## src/design/sfd_pkg.sv

```systemverilog
package sfd_pkg;

   localparam int STORE_DEPTH_DEF = 131072;
   localparam int SAMPLE_BITS_DEF = 24;
   localparam int GAIN_BITS_DEF = 16;

   localparam int DELAY_BITS = 17;
   localparam int FEEDBACK_BITS = 15;
   localparam int MIX_BITS = 16;

   localparam int CSR_ADDR_BITS = 4;
   localparam int CSR_DATA_BITS = 32;

   localparam logic [DELAY_BITS-1:0] DELAY_RESET = 17'd15435;
   localparam logic [FEEDBACK_BITS-1:0] FEEDBACK_RESET = 15'd11469;
   localparam logic [MIX_BITS-1:0] MIX_RESET = 16'd13107;

   typedef enum logic [1:0] {
      REG_DELAY    = 2'd0,
      REG_FEEDBACK = 2'd1,
      REG_MIX      = 2'd2
   } reg_index_type;

   // Per-lane controls for the read/compute stage.
   typedef struct packed {
      logic load;      // a new frame enters the compute stage
      logic move;      // the frame in the compute stage writes back and moves on
      logic use_fwd;   // delayed sample comes from the previous frame's write
      logic use_zero;  // delayed sample address was never written since reset
   } lane_ctl_type;

endpackage

```

## src/design/sfd_merge.sv

```systemverilog
module sfd_merge #(
   parameter int SAMPLE_BITS = sfd_pkg::SAMPLE_BITS_DEF,
   parameter int GAIN_BITS = sfd_pkg::GAIN_BITS_DEF,
   localparam int PW = SAMPLE_BITS + GAIN_BITS + 1
) (
   input  logic signed [PW-1:0]          left_dry,
   input  logic signed [PW-1:0]          left_wet,
   input  logic signed [PW-1:0]          right_dry,
   input  logic signed [PW-1:0]          right_wet,
   output logic signed [SAMPLE_BITS-1:0] left_out,
   output logic signed [SAMPLE_BITS-1:0] right_out
);

   localparam logic signed [PW:0] HALF = (PW+1)'(2 ** (GAIN_BITS - 2));
   localparam logic signed [PW:0] SMAX = {{(PW-SAMPLE_BITS+2){1'b0}}, {(SAMPLE_BITS-1){1'b1}}};
   localparam logic signed [PW:0] SMIN = {{(PW-SAMPLE_BITS+2){1'b1}}, {(SAMPLE_BITS-1){1'b0}}};

   // Dry and wet shares add up, round half up to the sample scale and saturate.
   function automatic logic [SAMPLE_BITS-1:0] mix_round(input logic signed [PW-1:0] dry,
                                                        input logic signed [PW-1:0] wet);
      logic signed [PW:0] dry_ext;
      logic signed [PW:0] wet_ext;
      logic signed [PW:0] total;
      logic [SAMPLE_BITS-1:0] res;
      dry_ext = (PW+1)'(dry);
      wet_ext = (PW+1)'(wet);
      total = (dry_ext + wet_ext + HALF) >>> (GAIN_BITS - 1);
      if (total > SMAX) begin
         res = SMAX[SAMPLE_BITS-1:0];
      end else if (total < SMIN) begin
         res = SMIN[SAMPLE_BITS-1:0];
      end else begin
         res = total[SAMPLE_BITS-1:0];
      end
      return res;
   endfunction

   assign left_out  = mix_round(left_dry, left_wet);
   assign right_out = mix_round(right_dry, right_wet);

endmodule

```

## config.mk

```make
export PLATFORM = sky130hd
export DESIGN_NAME = sfd_merge
export DESIGN_NICKNAME = d
export VERILOG_FILES = /design/src/design/sfd_pkg.sv /design/src/design/sfd_merge.sv
export SDC_FILE = /design/constraint.sdc
export NUM_CORES = 1
export LEC_CHECK = 0
export BUFFER_PORTS_ARGS = -buffer_cell sky130_fd_sc_hd__buf_2
export CAP_MARGIN = 20
export CORE_ASPECT_RATIO = 1.1
export CORE_MARGIN = 2
export CORE_UTILIZATION = 48
export DETAILED_ROUTE_END_ITERATION = 12
export PLACE_DENSITY = 0.81
export SLEW_MARGIN = 0
export SYNTH_ARGS = -nofsm -noshare
export SYNTH_HDL_FRONTEND = slang
export SYNTH_SLANG_ARGS = --single-unit
```

## constraint.sdc

```tcl
create_clock -name vclk -period 3.5
set_clock_uncertainty 0.05 [all_clocks]
set_input_delay 0.525 -clock vclk [all_inputs]
set_output_delay 0.525 -clock vclk [all_outputs]
set_load 0.05 [all_outputs]
```

==> flow_metrics.py, run 1 <==
metrics = {
    "floorplanning": {
        "die_w_um": 108.4,
        "ioPinCount": 212,
        "std_cell_rows": 41,
        "initial_core_util_pct": 49.65,
        "die_y_um": 118.9,
    },
    "placed_design": {
        "place_area_um2": 9201,
        "dp_hpwl_um": 16930,
        "numPortBuffers": 212,
        "gp_congestion": 0.9075,
    },
    "global_route": {
        "grt_overflow_total": 1,
        "grt_max_degree": 10,
        "grt_pass1_vias": 10950,
        "grt_usage_pct": 61.83,
        "grt_pass1_wl_um": 60930,
    },
    "status": {
        "status": "did not finish",
        "stop_stage": "global routing",
        "error_message": "[ERROR GRT-0116] Global routing finished with congestion. Check the congestion regions in the DRC Viewer.",
    },
    "synth": {
        "synth_top_area_cell": "ha_1",
        "synth_cell_types": 83,
        "syn-instance-count": 720,
        "syn_area_um2": 5757,
        "synthDominantCellAreaShare_pct": 34.34,
        "syn_avg_cell_area_um2": 7.996,
        "syn_nets": 1042,
        "ys_top_cells_by_area": "ha_1, a21oi_1, xnor2_1",
        "synth_seq_area_share_pct": 0,
        "ys_warn_count": 0,
    },
    "cts": {
        "cts_hold_buf": 0,
    },
}
## routing by layer
| layer | GRT usage [%] | GRT overflow |
|---|---|---|
| met1 | 61.80 | 0 |
| met2 | 86.80 | 0 |
| met3 | 34.65 | 0 |
| met4 | 62.02 | 1 |
| met5 | 1.261 | 0 |
## cell usage after synthesis, types with 4 or more instances
cell and number:
a211oi_1 7, a21o_1 31, a21oi_1 66, a31oi_1 4
and2_1 4, and3_1 7, buf_2 5, buf_6 10
clkbuf_1 9, ha_1 158, inv_1 29, nand2_1 52
nand3_1 21, nand4_1 17, nor2_1 33, nor2b_1 6
nor3_1 8, o211ai_1 10, o21a_1 6, o21ai_0 33
o21ai_1 31, o21ai_2 22, o21bai_1 8, o31ai_1 5
or3_1 5, xnor2_1 28, xor2_1 20, xor2_2 4
## logic make-up after synthesis
logic type	count (synthesis)	share of synthesized area [%]
AO/OA/AOI/OAI	274	35.06
AND/OR/NAND/NOR	173	15.54
XOR/XNOR	52	8.433
buffers and inverters	60	6.020
multiplexers	3	0.6085
adder cells (fa/ha/maj)	158	34.34
## metrics by stage
stage	setup WS [ns]	std cells	hold slack (ns)
after floorplan	-0.3639	720	1.562
after global placement	-0.6617	1248	1.874
after detailed placement	-0.7109	1248	1.884
after CTS	-0.5716	1306	1.847
## repair_timing
item,in CTS
endpoints found under the setup margin,48
buffers inserted,49
gates cloned,9
resized for setup,236
pin swaps,86
==> run 2, diff against run 1 <==
--- a/config.mk
+++ b/config.mk
@@ -7,11 +7,10 @@
 export LEC_CHECK = 0
 export BUFFER_PORTS_ARGS = -buffer_cell sky130_fd_sc_hd__buf_2
 export CAP_MARGIN = 20
-export CORE_ASPECT_RATIO = 1.1
 export CORE_MARGIN = 2
-export CORE_UTILIZATION = 48
+export CORE_UTILIZATION = 40
 export DETAILED_ROUTE_END_ITERATION = 12
-export PLACE_DENSITY = 0.81
+export PLACE_DENSITY_LB_ADDON = 0.15
 export SLEW_MARGIN = 0
 export SYNTH_ARGS = -nofsm -noshare
 export SYNTH_HDL_FRONTEND = slang
==> constraint.sdc (replaced) <==
create_clock -name vclk -period 4.5
set_clock_uncertainty 0.05 [all_clocks]
set_input_delay 0.675 -clock vclk [all_inputs]
set_output_delay 0.675 -clock vclk [all_outputs]
set_load 0.05 [all_outputs]
==> flow_metrics.py, run 2 <==
metrics = {
    "sta": {
        "fin_tns_setup_ns": 0,
        "max_freq_mhz": 224.4,
        "timing.slew.headroom_pct": 69.91,
        "fin_crit_sh_pct": 99.01,
        "grt_setup_unrepaired": "yes",
        "hold_viol_final": 0,
        "setup_violations": 0,
        "drv_slew": 0,
        "fin_ws_ns": 0.04456,
        "fin_crit_ns": 4.455,
        "tightest_slew_ns": 0.4475,
    },
    "floorplanning": {
        "initial_core_util_pct": 41.15,
        "die_w_um": 124.0,
        "ioPinCount": 212,
        "die_y_um": 124.0,
        "std_cell_rows": 43,
        "dieArea_um2": 15370,
        "core_area_um2": 13990,
    },
    "placed_design": {
        "place_ws_ns": -0.04832,
        "dp.cells": 1158,
        "dp_hpwl_um": 14270,
        "numPortBuffers": 212,
        "place_area_um2": 7431,
        "gp_congestion": 0.9107,
    },
    "route": {
        "via_count": 6449,
        "dr.pass1.iters": 4,
        "drcViolationCount": 0,
        "drt_iter0_drc": 311,
        "wl_per_cell_um": 14.82,
        "routed_via_density": 5.489,
        "ant_nets": 0,
        "routed_wl_um": 17410,
    },
    "cells_and_area": {
        "fin_area_um2": 8335,
        "diodes": 0,
        "clkbuf_count": 0,
        "flops_and_latches": 0,
        "layout.nets": 1319,
        "final_common_cell": "buf_2",
        "drive_gt1_share_pct": 42.51,
        "final_cells": 1175,
        "area_growth_syn_to_layout_pct": 44.79,
        "final_cell_mix": "buf_2, ha_1, buf_4",
        "regArea_um2": 0,
    },
    "global_route": {
        "grt_pass1_vias": 5895,
        "grt_use_met2_pct": 38.39,
        "antenna_found_initial": 0,
        "grt_pass1_wl_um": 25780,
        "gr-max-usage-layer": "met2",
        "grt_usage_pct": 20.02,
        "use_met3_pct": 0.7326,
        "grt_max_degree": 24,
        "grtUsageMet1_pct": 25.63,
        "grt_overflow_total": 0,
    },
    "setup_path": {
        "required_ns": 3.77,
        "cp-start-kind": "input port",
        "critPathKind": "in -> out",
        "cp-end-kind": "output port",
        "critPathArrivalTime_ns": 3.73,
        "cp_max_fo": 6,
    },
    "synth": {
        "ys_warn_count": 0,
        "syn_avg_cell_area_um2": 7.996,
        "netlist_top_cells_count": "ha_1, a21oi_1, nand2_1, nor2_1, o21ai_0",
        "synth_seq_area_share_pct": 0,
        "syn_area_um2": 5757,
        "ys_top_cells_by_area": "ha_1, a21oi_1, xnor2_1",
        "syn-instance-count": 720,
        "synthDominantCellAreaShare_pct": 34.34,
        "synth_cell_types": 83,
        "synth.most_common_cell": "ha_1",
        "synth_top_area_cell": "ha_1",
        "syn_nets": 1042,
    },
    "power_and_ir_drop": {
        "ir_worst_vdd_mv": 0.2856,
        "total_power_w": 0.002503,
        "power_density_nw_per_um2": 300.3,
        "p_leak_nw": 4.194,
    },
    "cts": {
        "cts_hold_buf": 0,
    },
    "worst_hold_path": {
        "holdCritPathClass": "in -> out",
    },
    "status": {
        "status": "completed",
    },
    "run": {
        "max-cap-violations": 0,
    },
}
==> run 2: logic make-up (layout without fill, tap and decap cells) <==
group / after synthesis / in the layout / synth area share [%]
AOI/OAI and AO/OA: 274 / 274 / 35.06
xor gates and xnor gates: 52 / 52 / 8.433
adders and majority gates: 158 / 158 / 34.34
buffers and inverters: 60 / 335 / 6.020
muxes: 3 / 3 / 0.6085
and+or+nand+nor: 173 / 173 / 15.54
==> run 2: worst paths after layout <==
path,from,endpoint,slack (ns),depth (start not counted)
worst max-delay path,left_dry[15],left_out[9],0.04,16
worst min-delay path,right_wet[31],right_out[17],2.10,6
==> run 2: final cells by class <==
| cell class | instances | area [um^2] |
|---|---|---|
| multi-input combinational | 660 | 5876 |
| tap | 180 | 225.2 |
| timing repair buffer | 306 | 2126 |
| inverter | 29 | 108.9 |
| fill | 1294 | 5653 |
==> run 2: repair_timing <==
action / in CTS / in global routing
gates resized for setup: 4 / 197
gates cloned: 0 / 5
setup endpoints to repair: 17 / 46
endpoints found under the hold margin: 0 / 0
setup buffers: 0 / 13
pin swaps: 0 / 32
==> run 2: power breakdown <==
part / internal, W / switching [W] / total, W
Clock: 0 / 0 / 0
Combinational: 0.00101 / 0.00149 / 0.00250
Sequential: 0 / 0 / 0
Total: 0.00101 / 0.00149 / 0.00250
==> run 2: per-layer routing <==
metal	wire, um	vias to the layer above
met5	0	-
met4	181	0
li1	-	3289
met2	9038	175
met3	789	20
met1	7399	2965
==> run 2: per-stage QoR <==
stage / hold slack [ns] / utilization (%)
floorplan: 1.915 / -
global placement: 2.081 / 53.12
detailed placement: 2.088 / 53.12
CTS: 2.097 / 53.21
global route: 2.144 / 59.59
finish: 2.102 / 59.59
==> run 2: critical path, cell delays in order <==
cell	delay, ns
buf_2	0.10
ha_1	0.28
ha_1	0.33
buf_4	0.16
and2_1	0.16
a21oi_2	0.22
a31oi_4	0.14
o31ai_4	0.37
o311ai_4	0.16
xor2_2	0.22
buf_4	0.16
o31ai_4	0.17
buf_6	0.18
clkbuf_16	0.16
o21ai_1	0.08
buf_6	0.16
Note: power is estimated with default switching activity, not from simulation.
